==> config.mk <==
export PLATFORM = sky130hd
export DESIGN_NAME = encoder_multiturn_tracker_flat
export DESIGN_NICKNAME = d
export VERILOG_FILES = /design/src/rtl/core/emt_pkg.sv /design/src/rtl/core/emt_if.sv /design/src/rtl/core/emt_front.sv /design/src/rtl/core/emt_queue.sv /design/src/rtl/core/emt_back.sv /design/src/rtl/core/encoder_multiturn_tracker.sv /design/src/flat_wrapper.sv
export SDC_FILE = /design/constraint.sdc
export NUM_CORES = 2
export LEC_CHECK = 0
export ABC_AREA = 0
export BUFFER_PORTS_ARGS = -buffer_cell sky130_fd_sc_hd__buf_2
export CAP_MARGIN = 20
export CORE_ASPECT_RATIO = 0.75
export CORE_MARGIN = 10
export CORE_UTILIZATION = 60
export CTS_BUF_LIST = sky130_fd_sc_hd__clkbuf_16
export DETAILED_ROUTE_END_ITERATION = 8
export PLACE_DENSITY = 0.76
export SLEW_MARGIN = 10
export SYNTH_ARGS = -nofsm -noshare
export SYNTH_HDL_FRONTEND = slang
export SYNTH_HIERARCHICAL = 1
export SYNTH_SLANG_ARGS = --single-unit
==> constraint.sdc <==
create_clock -name clk_i -period 12.3 [get_ports clk_i]
set_input_delay 1.845 -clock clk_i [delete_from_list [all_inputs] [get_ports clk_i]]
set_output_delay 1.845 -clock clk_i [all_outputs]
set_load 0.02 [all_outputs]
==> src/rtl/core/emt_pkg.sv <==
// Shared widths, codes and request/status types of the multiturn encoder tracker.
package emt_pkg;

  localparam int unsigned POS_W   = 13;
  localparam int unsigned TH_W    = 13;
  localparam int unsigned CAL_W   = 8;
  localparam int unsigned TURN_W  = 24;
  localparam int unsigned RATE_W  = 14;
  localparam int unsigned TOTAL_W = 38;
  localparam int unsigned APB_AW  = 3;
  localparam int unsigned APB_DW  = 32;

  // one full turn of the position field
  localparam int unsigned COUNTS_PER_TURN = 2 ** POS_W;

  localparam logic [TH_W-1:0]  THRESH_RST = 13'd4096;
  localparam logic [CAL_W-1:0] CAL_RST    = 8'd51;

  localparam logic signed [RATE_W-1:0] RATE_MAX = 14'sd8191;
  localparam logic signed [TURN_W-1:0] TURN_MAX = 24'sh7FFFFF;
  localparam logic signed [TURN_W-1:0] TURN_MIN = 24'sh800000;

  // Register index as decoded from paddr[2]
  typedef enum logic [0:0] {
    REG_WRAP_THRESHOLD = 1'b0,
    REG_CAL_MESSAGES   = 1'b1
  } cfg_reg_e;

  // Classification of one reading step
  typedef enum logic [1:0] {
    STEP_PLAIN   = 2'd0,
    STEP_WRAP_DN = 2'd1,
    STEP_WRAP_UP = 2'd2
  } step_kind_e;

  // One classified request between front and back
  typedef struct packed {
    logic [POS_W-1:0]  pos;
    logic [POS_W-1:0]  offset;
    logic signed [POS_W:0] step;
    step_kind_e        kind;
    logic              cal;
  } req_t;

  typedef struct packed {
    logic       full;
    logic [1:0] count;
  } queue_stat_t;

  typedef struct packed {
    logic stage_valid;
    logic stall;
  } back_stat_t;

endpackage

==> src/rtl/core/emt_if.sv <==
// Valid/ready stream interfaces for encoder readings and tracker results.
interface emt_in_if;
  import emt_pkg::*;
  logic             valid;
  logic             ready;
  logic [POS_W-1:0] encoder_position;
  modport source (output valid, output encoder_position, input ready);
  modport sink (input valid, input encoder_position, output ready);
endinterface

interface emt_out_if;
  import emt_pkg::*;
  logic                      valid;
  logic                      ready;
  logic signed [TOTAL_W-1:0] total_count;
  logic signed [TURN_W-1:0]  turn_count;
  logic signed [RATE_W-1:0]  raw_rate;
  logic signed [RATE_W-1:0]  filtered_rate;
  logic                      calibrating;
  modport source (output valid, output total_count, output turn_count, output raw_rate,
                  output filtered_rate, output calibrating, input ready);
  modport sink (input valid, input total_count, input turn_count, input raw_rate,
                input filtered_rate, input calibrating, output ready);
endinterface

==> src/rtl/core/emt_front.sv <==
// Front end: accepts readings, tracks calibration and classifies each step.
module emt_front (
  input  logic                    clk_i,
  input  logic                    rst_ni,
  input  logic                    valid_i,
  input  logic [emt_pkg::POS_W-1:0] pos_i,
  input  logic [emt_pkg::TH_W-1:0]  thresh_i,
  input  logic [emt_pkg::CAL_W-1:0] cal_msgs_i,
  input  logic                    q_full_i,
  output logic                    ready_o,
  output logic                    push_o,
  output emt_pkg::req_t           req_o
);
  import emt_pkg::*;

  logic [CAL_W-1:0] cal_cnt_q, cal_cnt_d;
  logic [POS_W-1:0] prev_q, prev_d;
  logic [POS_W-1:0] off_q, off_d;
  logic             cal;
  logic signed [POS_W:0] step;
  logic signed [POS_W:0] th;
  step_kind_e       kind;

  assign ready_o = !q_full_i;
  assign push_o  = valid_i && !q_full_i;

  always_comb begin
    cal  = cal_cnt_q < cal_msgs_i;
    step = $signed({1'b0, pos_i}) - $signed({1'b0, prev_q});
    th   = $signed({1'b0, thresh_i});
    if (step > th) begin
      kind = STEP_WRAP_DN;
    end else if (step < -th) begin
      kind = STEP_WRAP_UP;
    end else begin
      kind = STEP_PLAIN;
    end

    cal_cnt_d = cal_cnt_q;
    prev_d    = prev_q;
    off_d     = off_q;
    if (push_o) begin
      prev_d = pos_i;
      if (cal) begin
        cal_cnt_d = cal_cnt_q + 1'b1;
        off_d     = pos_i;
      end
    end

    req_o.pos    = pos_i;
    req_o.offset = cal ? pos_i : off_q;
    req_o.step   = step;
    req_o.kind   = kind;
    req_o.cal    = cal;
  end

  always_ff @(posedge clk_i or negedge rst_ni) begin
    if (!rst_ni) begin
      cal_cnt_q <= '0;
      prev_q    <= '0;
      off_q     <= '0;
    end else begin
      cal_cnt_q <= cal_cnt_d;
      prev_q    <= prev_d;
      off_q     <= off_d;
    end
  end

endmodule

==> src/rtl/core/emt_queue.sv <==
// Two-entry request queue between front and back.
module emt_queue (
  input  logic                clk_i,
  input  logic                rst_ni,
  input  logic                push_i,
  input  emt_pkg::req_t       req_i,
  input  logic                pop_i,
  output logic                valid_o,
  output emt_pkg::req_t       head_o,
  output emt_pkg::queue_stat_t stat_o
);
  import emt_pkg::*;

  req_t       slots_q [2];
  logic [1:0] count_q, count_d;
  logic       wptr_q, rptr_q;

  assign valid_o      = count_q != 2'd0;
  assign head_o       = slots_q[rptr_q];
  assign stat_o.full  = count_q == 2'd2;
  assign stat_o.count = count_q;

  always_comb begin
    count_d = count_q + 2'(push_i) - 2'(pop_i);
  end

  always_ff @(posedge clk_i) begin
    if (push_i) begin
      slots_q[wptr_q] <= req_i;
    end
  end

  always_ff @(posedge clk_i or negedge rst_ni) begin
    if (!rst_ni) begin
      count_q <= '0;
      wptr_q  <= 1'b0;
      rptr_q  <= 1'b0;
    end else begin
      count_q <= count_d;
      if (push_i) begin
        wptr_q <= !wptr_q;
      end
      if (pop_i) begin
        rptr_q <= !rptr_q;
      end
    end
  end

endmodule

==> src/rtl/core/emt_back.sv <==
// Back end: turn counting, running-sum average, total count and result register.
module emt_back #(
  parameter int unsigned AVERAGE_DEPTH   = 25
) (
  input  logic                             clk_i,
  input  logic                             rst_ni,
  input  logic                             q_valid_i,
  input  emt_pkg::req_t                    q_head_i,
  output logic                             pop_o,
  output logic                             out_valid_o,
  input  logic                             out_ready_i,
  output logic signed [emt_pkg::TOTAL_W-1:0] total_o,
  output logic signed [emt_pkg::TURN_W-1:0]  turn_o,
  output logic signed [emt_pkg::RATE_W-1:0]  raw_o,
  output logic signed [emt_pkg::RATE_W-1:0]  filt_o,
  output logic                             cal_o,
  output emt_pkg::back_stat_t              stat_o
);
  import emt_pkg::*;

  localparam int unsigned CptBits = $clog2(COUNTS_PER_TURN);
  localparam int unsigned CPT_W   = (CptBits > POS_W) ? CptBits : POS_W;
  localparam int unsigned WIDE_W  = CPT_W + 2;
  localparam int unsigned SUM_W   = $clog2(AVERAGE_DEPTH * 8191 + 1) + 1;
  localparam int unsigned MAG_W   = SUM_W - 1;
  localparam int unsigned SLOT_W  = (AVERAGE_DEPTH > 1) ? $clog2(AVERAGE_DEPTH) : 1;
  localparam int unsigned SH      = MAG_W + $clog2(AVERAGE_DEPTH);
  localparam int unsigned RECIP_W = MAG_W + 1;
  localparam int unsigned PROD_W  = MAG_W + RECIP_W;
  localparam int unsigned Q_W     = RATE_W - 1;
  localparam int unsigned TOT_W   = TURN_W + CPT_W + 3;

  // ceil(2^SH / depth): exact floor division for every sum magnitude
  localparam logic [RECIP_W-1:0] Recip =
    RECIP_W'(((64'd1 << SH) + 64'(AVERAGE_DEPTH) - 64'd1) / 64'(AVERAGE_DEPTH));
  localparam logic signed [WIDE_W-1:0] CptWide = WIDE_W'(COUNTS_PER_TURN);
  localparam logic signed [TOT_W-1:0]  CptTot  = TOT_W'(COUNTS_PER_TURN);
  localparam logic signed [WIDE_W-1:0] RateHi  = WIDE_W'(8191);
  localparam logic signed [WIDE_W-1:0] RateLo  = -RateHi;
  localparam logic [SLOT_W-1:0]        LastSlot = SLOT_W'(AVERAGE_DEPTH - 1);

  // sample store and running state
  logic signed [RATE_W-1:0] samples_mem [AVERAGE_DEPTH];
  logic [AVERAGE_DEPTH-1:0] sample_vld_q;
  logic [SLOT_W-1:0]        slot_q, slot_d;
  logic signed [RATE_W-1:0] oldest_q;
  logic signed [SUM_W-1:0]  sum_q, sum_d;
  logic signed [TURN_W-1:0] turns_q, turns_d;
  logic signed [RATE_W-1:0] held_q;

  // stage A
  logic                     adv, wr;
  logic signed [WIDE_W-1:0] step_w, raw_w;
  logic signed [RATE_W-1:0] raw_clamp, raw;

  // stage B
  logic                     b_valid_q;
  logic signed [TURN_W-1:0] b_turns_q;
  logic signed [SUM_W-1:0]  b_sum_q;
  logic [POS_W-1:0]         b_pos_q, b_off_q;
  logic signed [RATE_W-1:0] b_raw_q;
  logic                     b_cal_q;
  logic signed [TOT_W-1:0]  prod_tot, total_w;
  logic signed [POS_W:0]    pos_diff;
  logic [MAG_W-1:0]         mag;
  logic [PROD_W-1:0]        prod;
  logic [Q_W-1:0]           quot;
  logic signed [RATE_W-1:0] filt;

  // result register
  logic                      out_valid_q;
  logic signed [TOTAL_W-1:0] total_q;
  logic signed [TURN_W-1:0]  turn_q;
  logic signed [RATE_W-1:0]  raw_q, filt_q;
  logic                      cal_q;

  assign adv   = !out_valid_q || out_ready_i;
  assign pop_o = q_valid_i && adv;
  assign wr    = pop_o && !q_head_i.cal;

  assign stat_o.stage_valid = b_valid_q;
  assign stat_o.stall       = b_valid_q && !adv;

  always_comb begin
    step_w = WIDE_W'($signed(q_head_i.step));
    case (q_head_i.kind)
      STEP_WRAP_DN: raw_w = step_w - CptWide;
      STEP_WRAP_UP: raw_w = step_w + CptWide;
      default:      raw_w = step_w;
    endcase
    if (raw_w > RateHi) begin
      raw_clamp = RATE_MAX;
    end else if (raw_w < RateLo) begin
      raw_clamp = -RATE_MAX;
    end else begin
      raw_clamp = raw_w[RATE_W-1:0];
    end
    raw = q_head_i.cal ? '0 : raw_clamp;

    turns_d = turns_q;
    if (wr) begin
      case (q_head_i.kind)
        STEP_WRAP_DN: if (turns_q != TURN_MIN) turns_d = turns_q - 1'b1;
        STEP_WRAP_UP: if (turns_q != TURN_MAX) turns_d = turns_q + 1'b1;
        default:      turns_d = turns_q;
      endcase
    end

    sum_d = sum_q;
    if (wr) begin
      sum_d = sum_q + SUM_W'(raw) - SUM_W'(oldest_q);
    end

    slot_d = (slot_q == LastSlot) ? '0 : slot_q + 1'b1;
  end

  always_ff @(posedge clk_i) begin
    if (wr) begin
      samples_mem[slot_q] <= raw;
    end
  end

  always_ff @(posedge clk_i or negedge rst_ni) begin
    if (!rst_ni) begin
      sample_vld_q <= '0;
      slot_q       <= '0;
      oldest_q     <= '0;
      sum_q        <= '0;
      turns_q      <= '0;
    end else begin
      sum_q   <= sum_d;
      turns_q <= turns_d;
      if (wr) begin
        sample_vld_q[slot_q] <= 1'b1;
        slot_q               <= slot_d;
        // prefetch the entry the next sample will replace
        if (slot_d == slot_q) begin
          oldest_q <= raw;
        end else if (sample_vld_q[slot_d]) begin
          oldest_q <= samples_mem[slot_d];
        end else begin
          oldest_q <= '0;
        end
      end
    end
  end

  always_ff @(posedge clk_i) begin
    if (adv) begin
      b_turns_q <= turns_d;
      b_sum_q   <= sum_d;
      b_pos_q   <= q_head_i.pos;
      b_off_q   <= q_head_i.offset;
      b_raw_q   <= raw;
      b_cal_q   <= q_head_i.cal;
    end
  end

  always_comb begin
    prod_tot = TOT_W'(b_turns_q) * CptTot;
    pos_diff = $signed({1'b0, b_pos_q}) - $signed({1'b0, b_off_q});
    total_w  = prod_tot + TOT_W'(pos_diff);

    mag  = b_sum_q[SUM_W-1] ? MAG_W'(-b_sum_q) : MAG_W'(b_sum_q);
    prod = PROD_W'(mag) * PROD_W'(Recip);
    quot = Q_W'(prod >> SH);
    filt = b_sum_q[SUM_W-1] ? -$signed({1'b0, quot}) : $signed({1'b0, quot});
  end

  always_ff @(posedge clk_i) begin
    if (adv) begin
      total_q <= total_w[TOTAL_W-1:0];
      turn_q  <= b_turns_q;
      raw_q   <= b_raw_q;
      filt_q  <= b_cal_q ? held_q : filt;
      cal_q   <= b_cal_q;
    end
  end

  always_ff @(posedge clk_i or negedge rst_ni) begin
    if (!rst_ni) begin
      b_valid_q   <= 1'b0;
      out_valid_q <= 1'b0;
      held_q      <= '0;
    end else if (adv) begin
      b_valid_q   <= q_valid_i;
      out_valid_q <= b_valid_q;
      if (b_valid_q && !b_cal_q) begin
        held_q <= filt;
      end
    end
  end

  assign out_valid_o = out_valid_q;
  assign total_o     = total_q;
  assign turn_o      = turn_q;
  assign raw_o       = raw_q;
  assign filt_o      = filt_q;
  assign cal_o       = cal_q;

endmodule

==> src/rtl/core/encoder_multiturn_tracker.sv <==
// Multiturn encoder tracker top level: APB registers, front, request queue, back.
// A reading passes the queue, stage B and the result register. Throughput: one reading
//   per cycle unless out_o stalls; the turn counter and the running sum update once per
//   request, and the moving-average divide is a reciprocal multiply in the last stage.
// Reset (rst_ni, async low): threshold 4096, calibration 51, all tracking state zero; the
//   sample valid flags clear at once, so there is no clearing pass.
module encoder_multiturn_tracker #(
  parameter int unsigned AVERAGE_DEPTH   = 25
) (
  input  logic                          clk_i,
  input  logic                          rst_ni,
  emt_in_if.sink                        in_i,
  emt_out_if.source                     out_o,
  input  logic                          psel,
  input  logic                          penable,
  input  logic                          pwrite,
  input  logic [emt_pkg::APB_AW-1:0]    paddr,
  input  logic [emt_pkg::APB_DW-1:0]    pwdata,
  output logic [emt_pkg::APB_DW-1:0]    prdata,
  output logic                          pready
);
  import emt_pkg::*;

  // Configuration registers
  logic [TH_W-1:0]  thresh_q;
  logic [CAL_W-1:0] cal_msgs_q;
  cfg_reg_e         reg_sel;
  logic             cfg_wr;

  assign pready  = 1'b1;
  assign reg_sel = cfg_reg_e'(paddr[2]);
  assign cfg_wr  = psel && penable && pwrite && pready;

  always_comb begin
    case (reg_sel)
      REG_WRAP_THRESHOLD: prdata = APB_DW'(thresh_q);
      REG_CAL_MESSAGES:   prdata = APB_DW'(cal_msgs_q);
      default:            prdata = '0;
    endcase
  end

  always_ff @(posedge clk_i or negedge rst_ni) begin
    if (!rst_ni) begin
      thresh_q   <= THRESH_RST;
      cal_msgs_q <= CAL_RST;
    end else if (cfg_wr) begin
      case (reg_sel)
        REG_WRAP_THRESHOLD: thresh_q   <= pwdata[TH_W-1:0];
        REG_CAL_MESSAGES:   cal_msgs_q <= pwdata[CAL_W-1:0];
        default:            thresh_q   <= thresh_q;
      endcase
    end
  end

  // Front: calibration tracking and step classification
  logic        push;
  req_t        push_req;
  queue_stat_t q_stat;

  emt_front u_front (
    .clk_i      (clk_i),
    .rst_ni     (rst_ni),
    .valid_i    (in_i.valid),
    .pos_i      (in_i.encoder_position),
    .thresh_i   (thresh_q),
    .cal_msgs_i (cal_msgs_q),
    .q_full_i   (q_stat.full),
    .ready_o    (in_i.ready),
    .push_o     (push),
    .req_o      (push_req)
  );

  // Queue decouples intake from the back-end stall
  logic pop;
  logic q_valid;
  req_t q_head;

  emt_queue u_queue (
    .clk_i   (clk_i),
    .rst_ni  (rst_ni),
    .push_i  (push),
    .req_i   (push_req),
    .pop_i   (pop),
    .valid_o (q_valid),
    .head_o  (q_head),
    .stat_o  (q_stat)
  );

  // Back: turns, moving average, total count, result register
  back_stat_t back_stat;

  emt_back #(
    .AVERAGE_DEPTH   (AVERAGE_DEPTH)
  ) u_back (
    .clk_i       (clk_i),
    .rst_ni      (rst_ni),
    .q_valid_i   (q_valid),
    .q_head_i    (q_head),
    .pop_o       (pop),
    .out_valid_o (out_o.valid),
    .out_ready_i (out_o.ready),
    .total_o     (out_o.total_count),
    .turn_o      (out_o.turn_count),
    .raw_o       (out_o.raw_rate),
    .filt_o      (out_o.filtered_rate),
    .cal_o       (out_o.calibrating),
    .stat_o      (back_stat)
  );

`ifndef SYNTHESIS
  // calibration results never carry a rate step
  a_cal_raw_zero: assert property (@(posedge clk_i) disable iff (!rst_ni)
    out_o.valid && out_o.calibrating |-> out_o.raw_rate == '0)
    else $error("calibrating result with nonzero raw rate");

  // a stalled middle stage keeps its request
  a_stage_hold: assert property (@(posedge clk_i) disable iff (!rst_ni)
    back_stat.stall |=> back_stat.stage_valid)
    else $error("back stage request lost under stall");

  // queue fill moves by at most one entry per cycle
  a_queue_fill_up: assert property (@(posedge clk_i) disable iff (!rst_ni)
    $past(q_stat.count) == 2'd0 |-> q_stat.count != 2'd2)
    else $error("queue fill jumped up by two");

  a_queue_fill_dn: assert property (@(posedge clk_i) disable iff (!rst_ni)
    $past(q_stat.count) == 2'd2 |-> q_stat.count != 2'd0)
    else $error("queue fill dropped by two");
`endif

endmodule

==> src/flat_wrapper.sv <==
// flat-port wrapper written by rule: the top's interface ports become plain ports
module encoder_multiturn_tracker_flat import emt_pkg::*;
#(
  parameter int unsigned AVERAGE_DEPTH   = 25
)
  (clk_i, rst_ni, psel, penable, pwrite, paddr, pwdata, prdata, pready, in_i_valid, in_i_encoder_position, in_i_ready, out_o_valid, out_o_total_count, out_o_turn_count, out_o_raw_rate, out_o_filtered_rate, out_o_calibrating, out_o_ready);
  emt_in_if in_i_i ();
  emt_out_if out_o_i ();
  input  logic clk_i;
  input  logic rst_ni;
  input  logic psel;
  input  logic penable;
  input  logic pwrite;
  input  logic [emt_pkg::APB_AW-1:0] paddr;
  input  logic [emt_pkg::APB_DW-1:0] pwdata;
  output logic [emt_pkg::APB_DW-1:0] prdata;
  output logic pready;
  input wire logic [$bits(in_i_i.valid)-1:0] in_i_valid;
  input wire logic [$bits(in_i_i.encoder_position)-1:0] in_i_encoder_position;
  output wire logic [$bits(in_i_i.ready)-1:0] in_i_ready;
  output wire logic [$bits(out_o_i.valid)-1:0] out_o_valid;
  output wire logic [$bits(out_o_i.total_count)-1:0] out_o_total_count;
  output wire logic [$bits(out_o_i.turn_count)-1:0] out_o_turn_count;
  output wire logic [$bits(out_o_i.raw_rate)-1:0] out_o_raw_rate;
  output wire logic [$bits(out_o_i.filtered_rate)-1:0] out_o_filtered_rate;
  output wire logic [$bits(out_o_i.calibrating)-1:0] out_o_calibrating;
  input wire logic [$bits(out_o_i.ready)-1:0] out_o_ready;
  assign in_i_i.valid = in_i_valid;
  assign in_i_i.encoder_position = in_i_encoder_position;
  assign in_i_ready = in_i_i.ready;
  assign out_o_valid = out_o_i.valid;
  assign out_o_total_count = out_o_i.total_count;
  assign out_o_turn_count = out_o_i.turn_count;
  assign out_o_raw_rate = out_o_i.raw_rate;
  assign out_o_filtered_rate = out_o_i.filtered_rate;
  assign out_o_calibrating = out_o_i.calibrating;
  assign out_o_i.ready = out_o_ready;
  encoder_multiturn_tracker #(.AVERAGE_DEPTH(AVERAGE_DEPTH)) u_core (.clk_i(clk_i), .rst_ni(rst_ni), .in_i(in_i_i), .out_o(out_o_i), .psel(psel), .penable(penable), .pwrite(pwrite), .paddr(paddr), .pwdata(pwdata), .prdata(prdata), .pready(pready));
endmodule
Word-level counts from Yosys, hierarchy flattened
Memories as Yosys holds them, arrays and structs flattened.
Cells that the tools add are included.
{ "op_classes": {"n_addsub": 16, "multipliers": 1, "n_lt_le_gt_ge": 8, "eq_ne": 7, "mux": 27, "bitwise": 2, "reduce_logical": 19} }
{ "op_table": {"columns": ["cell", "n"], "rows": [
  ["$mux 14", 7],
  ["$mux 24", 3],
  ["$pmux 32 s2", 1],
  ["$ne 24x24->1 const B", 2],
  ["$pmux 24 s2", 1],
  ["$add 37x14->38", 1],
  ["$mul 18x19->36 const B", 1],
  ["$pmux 15 s2", 1],
  ["$neg 13->14", 2],
  ["$sub 13x13->14", 2],
  ["$or 25x25->25", 1],
  ["$add 24x1->24 const B", 1],
  ["$sub 24x1->24 const B", 1],
  ["$add 19x14->19", 1],
  ["$mux 19", 1],
  ["$sub 19x14->19", 1],
  ["$mux 18", 1],
  ["$neg 18->18", 1],
  ["$add 14x15->15 const B", 1],
  ["$gt 15x14->1 const B", 1],
  ["$lt 15x14->1 const B", 1],
  ["$sub 14x15->15 const B", 1],
  ["$gt 14x14->1", 1],
  ["$lt 14x14->1", 1],
  ["other kinds (23)", 45]
]} }
{ "word_totals": {"reg_bits": 337, "ramBits": 436, "wordCells": 109, "memories": 2} }
{ "memory_table": {"columns": ["name", "words", "width", "rd", "rd_ports_with_merged_regs", "wr", "line_no", "source"], "rows": [
  ["u_core.u_back.samples_mem", 25, 14, 1, 0, 1, "emt_back.sv:43", "logic signed [RATE_W-1:0] samples_mem [AVERAGE_DEPTH];"],
  ["u_core.u_queue.slots_q", 2, 43, 1, 0, 1, "emt_queue.sv:14", "req_t slots_q [2];"]
]} }

Logic depth before layout (Yosys ltp)
An unclocked memory read counts as a cell.
{ "logic_depth": {"depth_word": 10, "mapped_depth": 32, "mapped_depth_nobuf": 32} }

Cells and area by module
Netlist, hierarchy kept.
{ "modules_own_cells": {"columns": ["mod", "instances", "cells_each", "area_per_inst_um2", "seq_area_each_um2"], "rows": [
  ["emt_back", 1, 2880, 34071.4, 18342.6],
  ["emt_queue", 1, 149, 3503.4, 2682.6],
  ["emt_front", 1, 363, 3234.4, 850.8],
  ["encoder_multiturn_tracker", 1, 82, 1148.6, 531.8]
]} }

Worst setup path before layout
OpenSTA, ideal clock, no wires.
{ "synth_timing": {"path_type": "input to register", "startpoint": "input port out_o_ready", "endpoint": "memory u_core.u_back.samples_mem[24][0] (enable)", "arrival_time_ns": 8.217, "required_ns": 11.915, "setup_slack_ns": 3.698, "stages": 6, "path_buffers": 2, "cell_sequence": "nand2b_1 nand2_1 or2_2 clkbuf_1 clkbuf_1 nor2_1"} }
{ "synth_via": {"elab_chain_cells": 5} }
{ "synth_rtl": {"columns": ["element", "line_no", "source"], "rows": [
  ["start, declared", "flat_wrapper.sv:27", "input wire logic [$bits(out_o_i.ready)-1:0] out_o_ready;"],
  ["$logic_or 1x1->1", "emt_back.sv:77", "assign adv = !out_valid_q || out_ready_i;"],
  ["$logic_and 1x1->1", "emt_back.sv:78", "assign pop_o = q_valid_i && adv;"],
  ["$logic_and 1x1->1", "emt_back.sv:79", "assign wr = pop_o && !q_head_i.cal;"],
  ["$mux 1", "emt_back.sv:118", "if (wr) begin"],
  ["$mux 1 (implied by the code)", "emt_back.sv:119", "samples_mem[slot_q] <= raw;"],
  ["end, declared", "emt_back.sv:43", null]
]} }
Every way passes these cells.

Worst setup path after layout
{ "layout_timing": {"startpoint": "register u_core.u_back.b_sum_q[6]", "endpoint": "register u_core.u_back.filt_q[13] (netlist: u_core/u_back/filt_o[13]) (data pin)"} }
{ "layout_via": {"elab_chain_cells": 6} }
{ "layout_rtl": {"columns": ["element", "line_no", "source"], "rows": [
  ["start, declared", "emt_back.sv:59", "logic signed [SUM_W-1:0] b_sum_q;"],
  ["start signal, assigned", "emt_back.sv:151", "b_sum_q <= sum_d;"],
  ["$neg 18->18", "emt_back.sv:164", "mag = b_sum_q[SUM_W-1] ? MAG_W'(-b_sum_q) : MAG_W'(b_sum_q);"],
  ["$mux 18 (*)", "emt_back.sv:164", null],
  ["$mul 18x19->36 (*)", "emt_back.sv:165", "prod = PROD_W'(mag) * PROD_W'(Recip);"],
  ["$neg 13->14 (*)", "emt_back.sv:167", "filt = b_sum_q[SUM_W-1] ? -$signed({1'b0, quot}) : $signed({1'b0, quot});"],
  ["$mux 14 (*)", "emt_back.sv:167", null],
  ["$mux 14 (*)", "emt_back.sv:175", "filt_q <= b_cal_q ? held_q : filt;"],
  ["end signal, assigned", "emt_back.sv:175", null],
  ["end, declared", "emt_back.sv:74", "logic signed [RATE_W-1:0] raw_q, filt_q;"]
]} }
Every way passes the cells marked *; elsewhere a longest branch is shown, timed or not.
A chain may end at the register's enable or synchronous reset.

==> run summary <==
Worst Path Required -> 12.63 ns
die area -> 81000 µm²
initial antenna violation count -> 2
# H-tree levels -> 3
clock-pin slew on the worst setup and hold paths -> 0.06 ns
Root Driver -> clkbuf_16
die height -> 249 µm
Inst Count DP -> 4420
First-pass DRT Iterations -> 5
achievable clock frequency -> 104 MHz
setup_tns -> 0 ns
Layout Cells excl Fill -> 4566
period utilisation layout -> 78.4%
Cells after Synth -> 3472
fin crit period -> 9.64 ns
post-cts hold buffer count -> 0
vias per cell -> 5.86
clk buf depth -> 3
critical path's slowest cell -> a221oi_1
worst hold slack -> 0.423 ns
pins over their slew limit -> 0
Setup-failing EPs final -> 0
Largest delay share family, worst path -> adder cells
Setup Buffers After CTS -> 0
nets -> 4026
I/O Pins -> 181
routability congestion estimate -> 0.890
CTS tree -> built
clock sinks -> 773
CP startpoint kind -> register
chip width -> 325 µm
Post-Syn Area -> 41900 µm²
CP dominant cell by count -> fa_1
crit path max fanout -> 6
Crit path largest cell delay -> 0.63 ns
Routed Antenna Nets -> 0
core area -> 68900 µm²
HP Class -> reg2reg
Max Cap Violations -> 0
final hold vios -> 0
Placement Cell Area -> 43300 µm²
Starting Density -> 60.9%
largest net degree at the start of global routing -> 88
first-pass GRT wire length -> 142000 µm
RSZ-0062 raised after global routing -> no
WL per Instance -> 19.7 µm
vias -> 26700
finished layout cell area -> 46000 µm²
n_diodes -> 0
pin slew with the least headroom to its limit -> 1.14 ns
global route total overflow -> 0
CP bufs+invs -> 3
worst rel slew slack -> 23.8%
worst clock skew -> 0.0253 ns
# DRC -> 0
critical path class -> reg2reg
Num CTS Buffers -> 77
Ys Warns -> 6
Area Growth Syn to Fin -> 9.65%
initial DRC count -> 2765
status -> finished clean
worst skew pair latency -> 0.63 ns
share of cells above drive strength 1 -> 14.0%
vias in the first global route -> 26100
Resized Gates After CTS -> 0
dpl hpwl -> 59800 µm
# port buffers -> 139
Routed Wire Length -> 90200 µm
Avg Synthesized Cell Area -> 12.1 µm²
GR Util All Layers -> 21.7%
row cnt -> 83
Crit. End Element -> register
Worst Path Arrival -> 9.98 ns
==> registers in the layout, summed over array words and instances, names as in the netlist, 14 cells and up <==
name and count:
u_core/u_back/samples_mem 350, u_core/u_back/oldest_q 14, u_core/u_back/sample_vld_q 25, u_core/u_back/b_sum_q 19
u_core/u_back/raw_o 14, u_core/u_queue/slots_q 86, u_core/u_back/b_turns_q 24, u_core/u_back/turn_o 24
u_core/u_back/filt_o 14, u_core/u_back/sum_q 19, u_core/u_back/held_q 14, u_core/u_back/turns_q 24
u_core/u_back/b_raw_q 14, u_core/u_back/total_o 38
==> worst reg2reg max path: cells and delay by family, from the launching register on <==
family / cells / cell delay, ns
simple gates: 8 / 2.16
flops: 1 / 0.47
compound gates: 8 / 2.35
buf+inv: 3 / 0.15
xor+xnor: 2 / 0.70
fa+ha+maj: 7 / 3.54
==> final cells by class <==
type / count / area, µm²
multi-input cells: 2160 / 17400
inverters: 382 / 1430
repair buffers: 176 / 1030
fillers: 4918 / 22900
clock inverters: 59 / 527
well taps: 935 / 1170
flip-flops and latches: 773 / 22400
clock buffers: 81 / 2030
==> worst paths after layout <==
path / startpoint / endpoint / slack [ns] / cells after the start
max: u_core/u_back/b_sum_q[6] / u_core/u_back/filt_o[13] / 2.66 / 28
min: u_core/u_back/b_raw_q[1] / u_core/u_back/raw_o[1] / 0.42 / 0
max reg2reg: u_core/u_back/b_sum_q[6] / u_core/u_back/filt_o[13] / 2.66 / 28
min reg2reg: u_core/u_back/b_raw_q[1] / u_core/u_back/raw_o[1] / 0.42 / 0
max in group asynchronous: rst_ni / u_core/u_back/slot_q[0] / 9.88 / 2
min in group asynchronous: rst_ni / u_core/u_back/sample_vld_q[8] / 1.11 / 1
==> metrics by stage <==
stage / utilization [%] / worst slack, ns
finish: 66.8 / 2.66
global route: 66.8 / 1.83
CTS: 66.7 / 2.57
detailed placement: 63.0 / 2.62
global placement: 63.0 / 2.67
floorplan: - / 3.72
==> metal layers <==
metal | GRT usage (%) | wire length [µm] | share of wire [%]
met4 | 5.39 | 1710 | 1.9
met3 | 4.44 | 7540 | 8.4
met2 | 33.2 | 40700 | 45
met5 | 0 | 25 | 0.028
met1 | 31.7 | 40200 | 45
==> cells in the final DEF, fill, tap and decap left out, drive strengths merged, types with 9 or more instances in the layout <==
cell and instances:
edfxtp 611, inv 406, nand2 358, ha 261
o21ai 180, buf 175, dfrtp 157, fa 140
mux2 117, a21oi 115, nor2 107, and2 97
a211oi 92, a311oi 88, nor3 85, clkbuf 81
xnor2 81, or2 40, xor2 34, nand3 34
a21o 24, nand4 24, o31ai 24, nand2b 23
clkinv 23, nor2b 21, conb 20, or3 17
and3 14, a31oi 13, a21boi 11, o21a 11
nor4 11, bufinv 9, o221ai 9
Power is left out: the tool's default activity adds up to more than one toggle a clock period on the data nets, which glitch-free logic cannot reach.
